--- config.mk ---
export PLATFORM = sky130hd
export DESIGN_NAME = bm3_ctrl
export DESIGN_NICKNAME = d
export VERILOG_FILES = /design/src/rtl/core/bm3_pkg.sv /design/src/rtl/core/bm3_ctrl.sv
export SDC_FILE = /design/constraint.sdc
export NUM_CORES = 1
export LEC_CHECK = 0
export ABC_AREA = 1
export BUFFER_PORTS_ARGS = -buffer_cell sky130_fd_sc_hd__buf_4
export CORE_AREA = 2 2 39 41
export DETAILED_ROUTE_END_ITERATION = 10
export DIE_AREA = 0 0 41 43
export PLACE_DENSITY = 0.33
export SYNTH_ARGS = -nofsm -noshare
export SYNTH_HDL_FRONTEND = slang
export SYNTH_SLANG_ARGS = --single-unit
--- constraint.sdc ---
create_clock -name clk -period 2.24 [get_ports clk]
set_input_delay 0.112 -clock clk [delete_from_list [all_inputs] [get_ports clk]]
set_output_delay 0.112 -clock clk [all_outputs]
set_load 0.02 [all_outputs]
--- src/rtl/core/bm3_pkg.sv ---
// ----------------------------------------------------------------------------
// bm3_pkg
// Shared types, sizes and constants of the 3x3 edge-aware box mean filter.
// ----------------------------------------------------------------------------
package bm3_pkg;

  // grid and sample sizes
  localparam int MAX_GRID  = 1024;
  localparam int COL_W     = $clog2(MAX_GRID);
  localparam int SIZE_W    = COL_W + 1;
  localparam int SAMPLE_W  = 16;
  localparam int POS_W     = 10;

  // neighborhood sum of up to nine samples
  localparam int SUM_W       = SAMPLE_W + 4;
  localparam int RECIP_SHIFT = SUM_W + 4;
  localparam int RECIP_W     = RECIP_SHIFT - 1;
  localparam int PROD_W      = SUM_W + RECIP_W;

  // rounded-up reciprocals, exact for every sum below 2**SUM_W
  localparam longint RECIP_ONE = longint'(1) << RECIP_SHIFT;
  localparam logic [RECIP_W-1:0] RECIP_4 = RECIP_W'(RECIP_ONE / 4);
  localparam logic [RECIP_W-1:0] RECIP_6 = RECIP_W'((RECIP_ONE + 5) / 6);
  localparam logic [RECIP_W-1:0] RECIP_9 = RECIP_W'((RECIP_ONE + 8) / 9);

  // configuration register map
  localparam int REG_IDX_W = 1;
  localparam int PADDR_W   = REG_IDX_W + 2;
  localparam logic [SIZE_W-1:0] SIZE_MIN   = SIZE_W'(3);
  localparam logic [SIZE_W-1:0] SIZE_RESET = SIZE_W'(MAX_GRID);

  typedef enum logic [REG_IDX_W-1:0] {
    REG_GRID_COLUMNS,
    REG_GRID_ROWS
  } reg_idx_t;

  // input item kinds
  typedef enum logic {
    ACT_SAMPLE,
    ACT_FLUSH
  } action_t;

  // neighbor count classes
  typedef enum logic [1:0] {
    DIV_BY_4,
    DIV_BY_6,
    DIV_BY_9
  } div_sel_t;

  // controller states
  typedef enum logic [2:0] {
    ST_IDLE,
    ST_SHIFT,
    ST_SUM,
    ST_MUL,
    ST_OUT
  } state_t;

  // controller to datapath commands
  typedef struct packed {
    logic load;
    logic shift;
    logic sum;
    logic mul;
    logic out_load;
  } bm3_cmd_t;

  // datapath to controller status
  typedef struct packed {
    logic draining;
    logic emit;
    logic out_full;
  } bm3_stat_t;

  function automatic logic [SIZE_W-1:0] clamp_size(input logic [SIZE_W-1:0] v);
    logic [SIZE_W-1:0] r;
    r = v;
    if (v < SIZE_MIN) begin
      r = SIZE_MIN;
    end else if (v > SIZE_RESET) begin
      r = SIZE_RESET;
    end
    return r;
  endfunction

  function automatic logic [RECIP_W-1:0] recip_of(input div_sel_t d);
    logic [RECIP_W-1:0] r;
    unique case (d)
      DIV_BY_4: r = RECIP_4;
      DIV_BY_6: r = RECIP_6;
      DIV_BY_9: r = RECIP_9;
      default:  r = RECIP_9;
    endcase
    return r;
  endfunction

endpackage

--- src/rtl/core/bm3_ctrl.sv ---
// ----------------------------------------------------------------------------
// bm3_ctrl
// Sequencer: accept, shift window, sum, scale by reciprocal, load output.
// ----------------------------------------------------------------------------
module bm3_ctrl import bm3_pkg::*; (
  input  logic      clk,
  input  logic      rst_n,
  input  logic      in_tvalid,
  input  logic      in_flush,
  output logic      in_tready,
  input  bm3_stat_t stat,
  output bm3_cmd_t  cmd
);

  state_t state_r, state_nxt;
  logic   take;

  // a flush before the frame is complete is consumed with no effect
  assign take = in_tvalid & ~(in_flush & ~stat.draining);

  // next state
  always_comb begin
    state_nxt = state_r;
    unique case (state_r)
      ST_IDLE:  if (take) state_nxt = ST_SHIFT;
      ST_SHIFT: state_nxt = stat.emit ? ST_SUM : ST_IDLE;
      ST_SUM:   state_nxt = ST_MUL;
      ST_MUL:   state_nxt = ST_OUT;
      ST_OUT:   if (!stat.out_full) state_nxt = ST_IDLE;
      default:  state_nxt = ST_IDLE;
    endcase
  end

  always_ff @(posedge clk) begin
    if (!rst_n) begin
      state_r <= ST_IDLE;
    end else begin
      state_r <= state_nxt;
    end
  end

  // outputs
  always_comb begin
    cmd       = '0;
    in_tready = 1'b0;
    unique case (state_r)
      ST_IDLE: begin
        in_tready = 1'b1;
        cmd.load  = take;
      end
      ST_SHIFT: cmd.shift    = 1'b1;
      ST_SUM:   cmd.sum      = 1'b1;
      ST_MUL:   cmd.mul      = 1'b1;
      ST_OUT:   cmd.out_load = ~stat.out_full;
      default:  cmd          = '0;
    endcase
  end

endmodule

==> run metrics <==
Post-DP Area 273 um2; Worst-path clk slew 0.04 ns; # hold bufs at CTS 0; Cells after Synth 25; RSZ-0062 raised after global routing false; IO buf count 12; vias per std cell between 3 and 4; Syn Area/Cell 6.51 um2; Yosys reg bits 3; CTS max path bufs 2; P&R area growth vs syn 83.8%; Leak between 0.15 and 0.2 nW; most frequent cells in the layout 12 x buf_4, 4 x nor2_1; via count approximately 200; core region area 1380 um2; GRT Max-Usage Layer met2; area of the multi-input gates around 80 um2; vias in the first global route approximately 230; CTS buffer count 3; grt met2 use 11.3%; Final Hold Fails 0; max frequency between 700 and 800 MHz; largest cells by area after synthesis dfxtp_1 37%, nor2_1 9.2%, inv_1 6.9%, inv_2 6.9%, nand2_1 6.9%; clock share of power between 40 and 50%; Final min period between 1 and 1.5 ns; WL final 492 um; Sw Share between 30% and 40%; Max-slew headroom 80.1%; Clk Latency, worst-skew pair roughly 0.23 ns; Synthesis Warnings 0; GR Util met1 under 10%; Yosys top cell area share a little under two fifths; DRT Pass-1 Iters 2; cell area after synthesis about 160 um2; hold wc startpoint rst_n; Post-Route Setup TNS 0 ns; share of cells above drive strength 1 about half; max-slew violations 0; cell row count 14; # IOs 13; Logic pwr share a little over a quarter; initial antenna violation count 0; Post-CTS Resized 0; power density over cell area approximately 700 nW/um2; met3 GRT Util 1.57%; Initial Util 11.8%; Top reg by flops state_r; RD Place Congestion 0.611; largest net degree at the start of global routing 7; DRC 0; Critical Path Fanout Max 3; status finished, final reports clean; Fillers 172; post-route cell area approximately 300 um2; P_int roughly 0.00015 W; Required @ worst endpoint ~2.1 ns; drt wl/cell about 8.6 um; Routed Antenna Nets 0; H-tree Lvls 1; Sequential Area around 60 um2; CP startpoint kind register; sw power about 0.000066 W; Critical Path Source state_r[2]$_SDFFE_PN0P_; Clock Sinks 3; clk_skew between 0.002 and 0.003 ns; first-pass GRT wire length 862 um; sequential fraction of the synthesis area between 30% and 40%; WS Path Type register to primary output; final-report setup violation count 0; Largest regs state_r: 3 flops; All-Layer GR Usage 7.32%; commonest non-fill, non-tap cell in the layout buf_4; post-synth top area cell dfxtp_1; area of the die 1760 um2; post-synthesis net count 32; Die Wd between 40 and 50 um; Tcrit/Tclk final between 50% and 60%; Congestion Overflow GR 0; max reg flops 3; Worst Tran Pin Value approximately 0.30 ns; Reg-to-Reg Start state_r[2]$_SDFFE_PN0P_; setup bufs post-CTS 0; DR iter-0 viols 4; clock root buffer clkbuf_4; Max Cap Violations 0; Cell variety after synth 12; antenna cells 0; Die H 43 um; TritonCTS clock tree yes; Seq pwr share between 20 and 30%; maximum vdd drop 210 uV; critical path capture point type primary output; HP Class primary input to register; Crit path arrival time 1.15 ns; Nets 49; DP HPWL a little over 400 um
==> routing by layer <==
layer	wire length, um	share of wire, %	up-vias
met3	30	6.1	0
met5	0	0	-
met1	208	42	89
li1	-	-	111
met2	254	52	6
met4	0	0	0
==> worst paths after layout <==
kind / endpoint / slack, ns / depth (start not counted)
worst max-delay path: cmd[0] / 0.97 / 3
worst min-delay path: state_r[1]$_SDFFE_PN0P_ / 0.13 / 3
worst min register to register: state_r[2]$_SDFFE_PN0P_ / 0.54 / 2
worst max register to register: state_r[1]$_SDFFE_PN0P_ / 1.35 / 5
==> cells in the mapped netlist <==
cell and count:
a21oi_1 2, dfxtp_1 3, inv_1 3, inv_2 3, nand2_1 3, nand2_2 1, nand3_1 2, nand4_1 1
nor2_1 4, nor3_1 1, nor3_2 1, nor4_1 1
==> critical path: stages, from the launching register on <==
cell     delay [ns]
dfxtp_1        0.37
inv_2          0.07
nor4_1         0.28
buf_4          0.20
==> kinds of logic after synthesis <==
family / Yosys count / synth area share, %
simple gates: 14 / 43.1
buf+inv: 6 / 13.8
flops: 3 / 36.9
compound gates: 2 / 6.15
==> metrics by stage <==
step / hold WS (ns) / power (W) / std cells / utilization (%) / setup slack, ns
finish: 0.128 / 0.000216 / 57 / 21.6 / 0.973
global route: 0.153 / 0.000234 / 57 / 21.6 / 0.896
CTS: 0.127 / 0.000220 / 57 / 21.6 / 0.978
detailed placement: 0.361 / 0.000121 / 53 / 19.7 / 1.24
global placement: 0.375 / 0.000121 / 53 / 19.7 / 1.32
floorplan: 0.244 / 0.0000935 / 25 / - / 1.04
==> power by group through the flow <==
stage,clock (W),combinational (W),sequential (W)
after floorplan,0,0.0000312,0.0000623
after global placement,0,0.0000574,0.0000632
after detailed placement,0,0.0000575,0.0000634
after CTS,0.0000997,0.0000578,0.0000624
after global routing,0.000107,0.0000642,0.0000631
final,0.0000963,0.0000567,0.0000625
==> final cells by class <==
| class | count | share of cell area, % |
|---|---|---|
| well taps | 16 | 6.69 |
| inverters | 6 | 7.53 |
| multi-input cells | 16 | 26.8 |
| repair buffers | 12 | 30.1 |
| flip-flops and latches | 3 | 20.1 |
| clock buffers | 4 | 8.79 |
(Power assumes the default switching activity.)
