`src/rtl/core/bm3_pkg.sv`:
```
// ----------------------------------------------------------------------------
// bm3_pkg
// Shared types, sizes and constants of the 3x3 edge-aware box mean filter.
// ----------------------------------------------------------------------------
package bm3_pkg;

  // grid and sample sizes
  localparam int MAX_GRID  = 1024;
  localparam int COL_W     = $clog2(MAX_GRID);
  localparam int SIZE_W    = COL_W + 1;
  localparam int SAMPLE_W  = 16;
  localparam int POS_W     = 10;

  // neighborhood sum of up to nine samples
  localparam int SUM_W       = SAMPLE_W + 4;
  localparam int RECIP_SHIFT = SUM_W + 4;
  localparam int RECIP_W     = RECIP_SHIFT - 1;
  localparam int PROD_W      = SUM_W + RECIP_W;

  // rounded-up reciprocals, exact for every sum below 2**SUM_W
  localparam longint RECIP_ONE = longint'(1) << RECIP_SHIFT;
  localparam logic [RECIP_W-1:0] RECIP_4 = RECIP_W'(RECIP_ONE / 4);
  localparam logic [RECIP_W-1:0] RECIP_6 = RECIP_W'((RECIP_ONE + 5) / 6);
  localparam logic [RECIP_W-1:0] RECIP_9 = RECIP_W'((RECIP_ONE + 8) / 9);

  // configuration register map
  localparam int REG_IDX_W = 1;
  localparam int PADDR_W   = REG_IDX_W + 2;
  localparam logic [SIZE_W-1:0] SIZE_MIN   = SIZE_W'(3);
  localparam logic [SIZE_W-1:0] SIZE_RESET = SIZE_W'(MAX_GRID);

  typedef enum logic [REG_IDX_W-1:0] {
    REG_GRID_COLUMNS,
    REG_GRID_ROWS
  } reg_idx_t;

  // input item kinds
  typedef enum logic {
    ACT_SAMPLE,
    ACT_FLUSH
  } action_t;

  // neighbor count classes
  typedef enum logic [1:0] {
    DIV_BY_4,
    DIV_BY_6,
    DIV_BY_9
  } div_sel_t;

  // controller states
  typedef enum logic [2:0] {
    ST_IDLE,
    ST_SHIFT,
    ST_SUM,
    ST_MUL,
    ST_OUT
  } state_t;

  // controller to datapath commands
  typedef struct packed {
    logic load;
    logic shift;
    logic sum;
    logic mul;
    logic out_load;
  } bm3_cmd_t;

  // datapath to controller status
  typedef struct packed {
    logic draining;
    logic emit;
    logic out_full;
  } bm3_stat_t;

  function automatic logic [SIZE_W-1:0] clamp_size(input logic [SIZE_W-1:0] v);
    logic [SIZE_W-1:0] r;
    r = v;
    if (v < SIZE_MIN) begin
      r = SIZE_MIN;
    end else if (v > SIZE_RESET) begin
      r = SIZE_RESET;
    end
    return r;
  endfunction

  function automatic logic [RECIP_W-1:0] recip_of(input div_sel_t d);
    logic [RECIP_W-1:0] r;
    unique case (d)
      DIV_BY_4: r = RECIP_4;
      DIV_BY_6: r = RECIP_6;
      DIV_BY_9: r = RECIP_9;
      default:  r = RECIP_9;
    endcase
    return r;
  endfunction

endpackage

```
`src/rtl/core/bm3_regs.sv`:
```
// ----------------------------------------------------------------------------
// bm3_regs
// APB register file holding the clamped grid size; any write restarts a frame.
// ----------------------------------------------------------------------------
module bm3_regs import bm3_pkg::*; (
  input  logic               clk,
  input  logic               rst_n,
  input  logic               cfg_psel,
  input  logic               cfg_penable,
  input  logic               cfg_pwrite,
  input  logic [PADDR_W-1:0] cfg_paddr,
  input  logic [31:0]        cfg_pwdata,
  output logic [31:0]        cfg_prdata,
  output logic               cfg_pready,
  output logic [SIZE_W-1:0]  grid_cols,
  output logic [SIZE_W-1:0]  grid_rows,
  output logic               restart
);

  logic [SIZE_W-1:0] cols_r, cols_nxt;
  logic [SIZE_W-1:0] rows_r, rows_nxt;
  logic              wr_en;
  reg_idx_t          idx;

  assign cfg_pready = 1'b1;
  assign idx        = reg_idx_t'(cfg_paddr[PADDR_W-1:2]);
  assign wr_en      = cfg_psel & cfg_penable & cfg_pwrite & cfg_pready;
  assign restart    = wr_en;
  assign grid_cols  = cols_r;
  assign grid_rows  = rows_r;

  // write decode
  always_comb begin
    cols_nxt = cols_r;
    rows_nxt = rows_r;
    if (wr_en) begin
      unique case (idx)
        REG_GRID_COLUMNS: cols_nxt = clamp_size(cfg_pwdata[SIZE_W-1:0]);
        REG_GRID_ROWS:    rows_nxt = clamp_size(cfg_pwdata[SIZE_W-1:0]);
        default:          cols_nxt = cols_r;
      endcase
    end
  end

  always_ff @(posedge clk) begin
    if (!rst_n) begin
      cols_r <= SIZE_RESET;
      rows_r <= SIZE_RESET;
    end else begin
      cols_r <= cols_nxt;
      rows_r <= rows_nxt;
    end
  end

  // read decode
  always_comb begin
    unique case (idx)
      REG_GRID_COLUMNS: cfg_prdata = 32'(cols_r);
      REG_GRID_ROWS:    cfg_prdata = 32'(rows_r);
      default:          cfg_prdata = '0;
    endcase
  end

endmodule

```
`config.mk`:
```
export PLATFORM = sky130hd
export DESIGN_NAME = bm3_regs
export DESIGN_NICKNAME = d
export VERILOG_FILES = /design/src/rtl/core/bm3_pkg.sv /design/src/rtl/core/bm3_regs.sv
export SDC_FILE = /design/constraint.sdc
export NUM_CORES = 1
export LEC_CHECK = 0
export ABC_AREA = 1
export ABC_CLOCK_PERIOD_IN_PS = 2430
export BUFFER_PORTS_ARGS = -buffer_cell sky130_fd_sc_hd__buf_4
export CAP_MARGIN = 20
export CELL_PAD_IN_SITES_DETAIL_PLACEMENT = 0
export CELL_PAD_IN_SITES_GLOBAL_PLACEMENT = 1
export CORE_UTILIZATION = 26
export DETAILED_ROUTE_END_ITERATION = 6
export PLACE_DENSITY = 0.83
export RECOVER_POWER = 50
export SETUP_SLACK_MARGIN = 0.5
export SLEW_MARGIN = 20
export SYNTH_ARGS = -nofsm -noshare
export SYNTH_HDL_FRONTEND = slang
export SYNTH_SLANG_ARGS = --single-unit
```
`constraint.sdc`:
```
create_clock -name clk -period 2.43 [get_ports clk]
set_input_delay 0.243 -clock clk [delete_from_list [all_inputs] [get_ports clk]]
set_output_delay 0.243 -clock clk [all_outputs]
set_load 0.01 [all_outputs]
```
==> results.ini, run 1 <==
[logic_synthesis]
synth_area_um2=1157
synth_cells=169
synth.avg_cell_area_um2=6.848
ys_seq_area_share_pct=38.05
yosys.area.top_type=dfxtp_1
synth_top_area_share_pct=38.05
synth_ff_type=dfxtp_1
synth-edff-count=0
ys_ff_latch=22
async_reset_ff_share_pct=0
synth_warnings=0
synth_area_leaders=dfxtp_1, buf_4, nand2_1
ys_types=16

[clock_network]
post-cts-setup-buffers=0
htree_num_levels=1
cts_resized=0
postCtsHoldBufs=0
cts_made_buffers=3
clock_latency_ns=0.26
cts.clk_slew.worst_paths_ns=0.08
cts.sinks=22
cts_tree=done
cts_root_buffer=clkbuf_8
cts_max_path_buffers=2

[critical_path]
worst_setup_path_end_kind=primary output
cp_num_buf_inv=3
path_cells=buf_4, inv_1, nand2_1, nand2_1, clkbuf_1
cp_common_cell=nand2_1
start_kind=primary input
worst-path-stages=5
cp_slowest_stage_delay_ns=0.36
critPathTopFamily=buffers and inverters
crit_required_ns=2.19
cp.arrival_ns=1.10
cpMaxStageDelayCell=inv_1
path_class=primary input to primary output
reg2reg_depth=2
reg2reg_setup_slack_ns=1.75
crit_fanout=15

[placed_design]
dpl.hpwl_um=2106
port_buffers=50
dpl-instance-area_um2=1485
routabilityCongestion=0.7243

[pwr]
irDropWorstVdd_uv=239.7
power_density_nw_per_um2=578.3
total_power_uw=845.9
p_leak_uw=0.0007289

[detailed_routing]
dr.pass1.iters=4
avgRoutedWirePerCell_um=10.82
drt_iter0_drc=29
ant_nets=0
routed_wl_um=2888
vias=1130
drc=0
vias_per_cell=4.232

[floorplan]
rows=23
chipHeight_um=68.72
core_area_um2=4144
initial_core_util_pct=27.93
die_area_um2=4722
pin_count=96
fp.dieW_um=68.72

[cells_and_area]
layout-drive-gt1-share_pct=14.75
areaGrowthSynthToFinish_pct=26.38
design_area_um2=1463
n_antenna_cell=0
nets=258

[sta]
drv_slew=0
fmax_mhz=745.7
layout_worst_path_cycle_share_pct=55.19
whs_ns=0.2009
setup_tns_ns=0
min_period_ns=1.341
worst_pin_slew_ns=0.5223
finClkSkew_ns=0
rsz0062_at_grt=false
hold_viol=0
setup_viol=0
relSlewSlack_pct=65.11

[outcome]
outcome=finished, final reports clean

[global_route]
antenna_found_initial=0
grt_overflow_total=0
grt_first_pass_wirelength_um=4450
grt_pass1_vias=972
grt_max_degree=23
grtUsageTotal_pct=12.94

[worst_hold_path]
holdCritPathClass=primary input to flop
holdPathStages=3

[flow_run]
drv_cap=0

[power breakdown]
group | internal, uW | switching (uW)
Sequential | 373 | 8.47
Combinational | 44.8 | 78.1
Clock | 220 | 122
Total | 638 | 208
[area by class of cell]
class,instances,area (um2)
Clock buffer,3,41.29
Clock inverter,1,30.03
Fill cell,485,2681
Inverter,13,48.80
Multi-Input combinational cell,127,550.5
Sequential cell,22,440.4
Tap cell,50,62.56
Timing Repair Buffer,51,289.0
[Yosys cell counts, types with 2 or more instances]
cell type / instances
nand2_1: 47
buf_4: 24
dfxtp_1: 22
a21oi_1: 20
o21ai_0: 19
inv_1: 12
nor2_1: 9
nand3_1: 6
clkbuf_1: 2
conb_1: 2
[sequential cells by signal, indices dropped and copies added, names as in the netlist]
register	flops
grid_cols	11
grid_rows	11
[cells in the final DEF, fill, tap and decap left out]
cell type  instances
nor2_1             9
nand3_1            6
bufinv_16          1
a21oi_1           20
buf_4             26
nand2_1           47
clkbuf_1          25
dfxtp_1           22
inv_1             13
clkbuf_8           3
conb_1            22
o21ai_0           19
nor2_4             1
nor2_2             1
o211ai_1           1
o21bai_1           1
[final timing paths]
check	startpoint	end
max	cfg_paddr[2]	cfg_prdata[2]
min	cfg_pwdata[10]	grid_rows[10]$_SDFFE_PN1P_
max reg2reg	grid_cols[5]$_SDFFE_PN0P_	grid_cols[5]$_SDFFE_PN0P_
min reg2reg	grid_rows[10]$_SDFFE_PN1P_	grid_rows[10]$_SDFFE_PN1P_
[routing by layer]
metal	GRT usage (%)	share of wire [%]	up-vias
met2	20.83	45	48
met5	0	0	-
met1	17.13	47	487
li1	-	-	591
met3	2.467	6.6	4
met4	4.592	1.2	0
[worst reg2reg max path, stage by stage (launching register included)]
cell and delay, ns:
dfxtp_1 0.34, o21ai_0 0.18, a21oi_1 0.05
[per-stage QoR]
step / instances / worst slack (ns) / utilization, %
floorplan: 189 / 1.349 / -
global placement: 263 / 0.9870 / 35.84
detailed placement: 263 / 0.9499 / 35.84
CTS: 267 / 1.223 / 37.56
global route: 267 / 1.015 / 35.30
finish: 267 / 1.089 / 35.30
[logic make-up after synthesis]
family | synth area share, %
and+or+nand+nor | 22.27
AOI/OAI and AO/OA | 18.16
buffers and inverters | 20.86
DFF | 38.05
other | 0.6489
Note: power is estimated with default switching activity, not from simulation.
==> run 2: changes to the inputs <==
Settings changed: ABC_AREA 1 to 0, ABC_CLOCK_PERIOD_IN_PS 2430 to 1100, CORE_UTILIZATION 26 to 23, PLACE_DENSITY 0.83 to 0.74.
Clock period 2.43 ns to 1.1 ns, I/O delays scaled along.
==> run 2 against run 1 <==
Effect of this change: critical path depth is 3 lower; via count is 14% higher; global-route usage rose by 0.67 points; synthesized cell count is 13% lower; worst hold slack got worse by 0.097 ns; non-clock buffer count up 47; worst setup slack got worse by 1.1 ns; critical endpoint unchanged; highest routed layer unchanged.
==> results.ini, run 2 <==
[global_route]
antenna_found_initial=0
grt_overflow_total=0
grtUsageTotal_pct=13.61
grt_first_pass_wirelength_um=5664
grt_max_degree=23
grt_pass1_vias=1205

[logic_synthesis]
async_reset_ff_share_pct=0
synth_cells=147
synth_top_area_share_pct=36.33
yosysMostFrequentCell=nand2_1
synth_common_cells=nand2_1, buf_4, dfxtp_1
ys_seq_area_share_pct=36.33
synth-edff-count=0
synth_warnings=0
synth_area_um2=1212
ys_ff_latch=22
synth.avg_cell_area_um2=8.248
ys_types=20
yosys.area.top_type=dfxtp_1
synth_ff_type=dfxtp_1
synth_area_leaders=dfxtp_1, buf_4, nand2_1

[floorplan]
chipHeight_um=74.61
core_area_um2=5107
rows=26
pin_count=96
fp.dieW_um=74.61
die_area_um2=5566
initial_core_util_pct=23.74

[critical_path]
start_kind=flop
worst_setup_path_end_kind=primary output
path_class=flop to primary output
crit_required_ns=0.99
crit_fanout=2
cp.arrival_ns=0.99

[outcome]
outcome=finished, final reports clean

[sta]
min_period_ns=1.098
setup_viol=0
rsz0062_at_grt=true
hold_viol=0
setup_ws_ns=0.001654
drv_slew=0
whs_ns=0.1040
fmax_mhz=910.5
layout_worst_path_cycle_share_pct=99.85
finClkSkew_ns=0

[detailed_routing]
drt_iter0_drc=35
wl_met3_um=215
met2WireLength_um=2165
ant_nets=0
avgRoutedWirePerCell_um=13.00
top_layer_used=met4
dr.pass1.iters=4
drc=0
vias_per_cell=4.198
wl_met1_um=1598
vias=1293
routed_wl_um=4005

[clock_network]
htree_num_levels=1
cts.clk_slew.worst_paths_ns=0.08
cts_tree=done
cts.sinks=22
cts_max_path_buffers=2
cts_made_buffers=3
cts_root_buffer=clkbuf_8
postCtsHoldBufs=0
clock_latency_ns=0.25

[cells_and_area]
nFillCells=503
multi_input_area_um2=839.6
mostFrequentLayoutCell=buf_6
design_area_um2=2507
n_antenna_cell=0
post-route-util_pct=49.09
mostFrequentLayoutCells=buf_6, conb_1, dfxtp_2
regArea_um2=467.9
nets=280
areaGrowthSynthToFinish_pct=106.8
layout-drive-gt1-share_pct=70.59

[placed_design]
pre_cts_ws_ns=0.06691
dpl-instance-area_um2=1607
routabilityCongestion=0.7430
port_buffers=50
dpl.hpwl_um=2251

[pwr]
power_density_nw_per_um2=672.9
p_leak_uw=0.001110
total_power_uw=1687
irDropWorstVdd_uv=338.7

[worst_hold_path]
holdCritPathClass=primary input to flop

[flow_run]
drv_cap=0

## run 2: timing repair
action | CTS | global route
setup buffers | 28 | 13
pin swaps | 7 | 14
gates cloned | 2 | 0
setup endpoints to repair | 56 | 56
gates resized for setup | 110 | 46
## run 2: critical path, cell delays in order (launching register included)
cell	delay (ns)
dfxtp_2	0.33
mux2_4	0.28
buf_6	0.12
## run 2: cell type report
type	instances	area share, %
timing repair buffer	98	42.71
tap	70	3.493
multi-input combinational	115	33.48
sequential	22	18.66
clock buffer	3	1.647
## run 2: layer usage
metal	up-vias	global-route usage, %
li1	631	-
met4	0	3.774
met2	49	23.82
met1	611	17.15
met3	2	2.304
met5	-	0
## run 2: worst paths after layout
check	slack, ns	to	startpoint	depth (start not counted)
setup / recovery	0.002	cfg_prdata[2]	grid_cols[2]$_SDFFE_PN0P_	2
hold / removal	0.10	grid_cols[0]$_SDFFE_PN0P_	cfg_pwdata[0]	3
setup reg to reg	0.21	grid_cols[10]$_SDFFE_PN1P_	grid_cols[10]$_SDFFE_PN1P_	5
hold reg to reg	0.56	grid_rows[9]$_SDFFE_PN0P_	grid_rows[9]$_SDFFE_PN0P_	3
## run 2: logic make-up (layout without fill, tap and decap cells)
| kind of cell | count (synthesis) | in the layout | synth area share, % |
|---|---|---|---|
| flip-flops | 22 | 22 | 36.33 |
| buffers and inverters | 30 | 101 | 16.51 |
| other | 2 | 22 | 0.6194 |
| AO/OA/AOI/OAI | 22 | 22 | 12.38 |
| multiplexers | 11 | 11 | 10.22 |
| AND/OR/NAND/NOR | 60 | 60 | 23.94 |
## run 2: where the power goes
group	internal [uW]	switching, uW
clock network	244	239
logic	204	182
registers	809	8.91
## run 2: per-stage QoR
step | instances | setup TNS [ns]
2_1_floorplan | 167 | 0
3_3_place_gp | 262 | 0
3_5_place_dp | 262 | 0
6_report | 308 | 0
5_1_grt | 308 | -0.1432
4_1_cts | 295 | 0
==> run 3: changes to the inputs <==
Settings changed: ABC_CLOCK_PERIOD_IN_PS 1100 to 1300, CORE_MARGIN set to 2, CORE_UTILIZATION 23 to 28, PLACE_DENSITY 0.74 to 0.84.
Clock period 1.1 ns to 1.3 ns, I/O delays scaled along.
==> run 3 against run 2 <==
Effect of this change: register-to-register slack better by 0.18 ns; power fell by 20%; final area decreased by 13%; global-route usage decreased by 0.077 points; critical path type unchanged; largest cell class unchanged.
==> results.ini, run 3 (synthesis gave the netlist of run 2 again) <==
[global_route]
grtUsageTotal_pct=13.53
grt_pass1_vias=1137
antenna_found_initial=0
grt_first_pass_wirelength_um=5299
grt_overflow_total=0
grt_max_degree=24

[clock_network]
clock_latency_ns=0.25
cts_root_buffer=clkbuf_8
cts_max_path_buffers=2
htree_num_levels=1
cts.sinks=22
cts_made_buffers=3
cts.clk_slew.worst_paths_ns=0.08
cts_tree=done

[critical_path]
path_cells=mux2_2, buf_6
critPathTopFamily=flip-flops
crit_fanout=2
cp_num_buf_inv=1
cp.arrival_ns=0.98
worst_setup_path_end_kind=primary output
reg2reg_depth=5
cp_slowest_stage_delay_ns=0.33
reg2reg_setup_slack_ns=0.39
timing.rr.end=grid_cols[7]$_SDFFE_PN0P_
cpMaxStageDelayCell=dfxtp_1
path_class=flop to primary output
reg2reg_from=grid_cols[7]$_SDFFE_PN0P_
crit_required_ns=1.17
start_kind=flop

[floorplan]
pin_count=96
chipHeight_um=69.81
core_area_um2=4086
initial_core_util_pct=29.67
fp.dieW_um=69.81
rows=23
die_area_um2=4873

[detailed_routing]
ant_nets=0
vias_per_cell=4.509
routed_wl_um=3806
drc=0
avgRoutedWirePerCell_um=13.35
vias=1285
dr.pass1.iters=4
drt_iter0_drc=56

[cells_and_area]
layout-drive-gt1-share_pct=53.62
areaGrowthSynthToFinish_pct=80.29
post-route-util_pct=53.49
mostFrequentLayoutCells=buf_6, nand2_1, buf_4
nFillCells=391
n_antenna_cell=0
nets=277
mostFrequentLayoutCell=buf_6

[worst_hold_path]
holdPathStages=2
hp-start=rst_n
worstHoldEndpoint=grid_rows[10]$_SDFFE_PN1P_
holdCritPathClass=primary input to flop

[placed_design]
port_buffers=50
routabilityCongestion=0.8020
dpl.hpwl_um=2256
pre_cts_ws_ns=0.1489

[sta]
hold_viol=0
setup_tns_ns=0
setup_viol=0
rsz0062_at_grt=true
worst_pin_slew_ns=0.5064
whs_ns=0.1232
setup_ws_ns=0.1882
min_period_ns=1.112
relSlewSlack_pct=66.24
layout_worst_path_cycle_share_pct=85.52
fmax_mhz=899.4
drv_slew=0
finClkSkew_ns=0

[flow_run]
drv_cap=0

[pwr]
power_switching_uw=340.4
irDropWorstVdd_uv=302.8
pwr-share-comb_pct=18.8
internal-power_uw=1016
seq_power_share_pct=50.9
pwr-share-clk_pct=30.2
total_power_uw=1356
power_density_nw_per_um2=620.5
p_leak_uw=0.0009926
p_sw_share_pct=25.10

[outcome]
outcome=finished, final reports clean

[run 3: cell count changes in the layout (fill, tap and decap cells not counted), sizes merged]
cell	before	now
clkbuf	4	7
buf	97	91
[run 3: how the worst max path moves through the flow]
stage / endpoint / from / depth (start not counted) / slack [ns]
after CTS: cfg_prdata[6] / grid_cols[6]$_SDFFE_PN0P_ / 2 / 0.18
final: cfg_prdata[10] / grid_rows[10]$_SDFFE_PN1P_ / 2 / 0.19
after global routing: grid_cols[6]$_SDFFE_PN0P_ / cfg_paddr[2] / 5 / 0.1
after detailed placement: grid_rows[2]$_SDFFE_PN0P_ / cfg_paddr[2] / 4 / 0.15
after global placement: grid_rows[5]$_SDFFE_PN0P_ / cfg_paddr[2] / 4 / 0.18
after floorplan: grid_rows[0]$_SDFFE_PN0P_ / rst_n / 3 / 0.53
[run 3: power groups by stage]
stage	Sequential (uW)	Combinational [uW]	Clock, uW
4_1_cts	691	237	422
2_1_floorplan	710	151	0
5_1_grt	692	273	447
6_report	691	255	410
3_5_place_dp	707	197	0
3_3_place_gp	706	197	0
[run 3: cell type report]
cell class / count / area, um2 / area share (%)
tap: 50 / 62.56 / 2.862
sequential: 22 / 459.2 / 21.01
multi-input combinational: 115 / 688.2 / 31.48
clock buffer: 3 / 41.29 / 1.889
timing repair buffer: 95 / 934.6 / 42.76
[run 3: repair_timing]
action                                  CTS  global route
hold endpoints to repair                  0             0
pin swaps                                 0             4
resized for setup                        81            19
hold buffers                              0             0
setup buffers                            25            15
endpoints found under the setup margin   43            52
[run 3: per-layer routing]
layer | routed length, um | up-vias | GRT usage (%)
met4 | 57 | 0 | 4.487
met1 | 1448 | 619 | 15.24
li1 | - | 624 | -
met2 | 2146 | 38 | 26.35
met5 | 0 | - | 0
met3 | 153 | 4 | 1.017
[run 3: metrics by stage]
stage,cell area (um2),cells
final,2186,285
after global placement,1563,242
after detailed placement,1563,242
after CTS,2036,270
after floorplan,1290,167
after global routing,2186,285
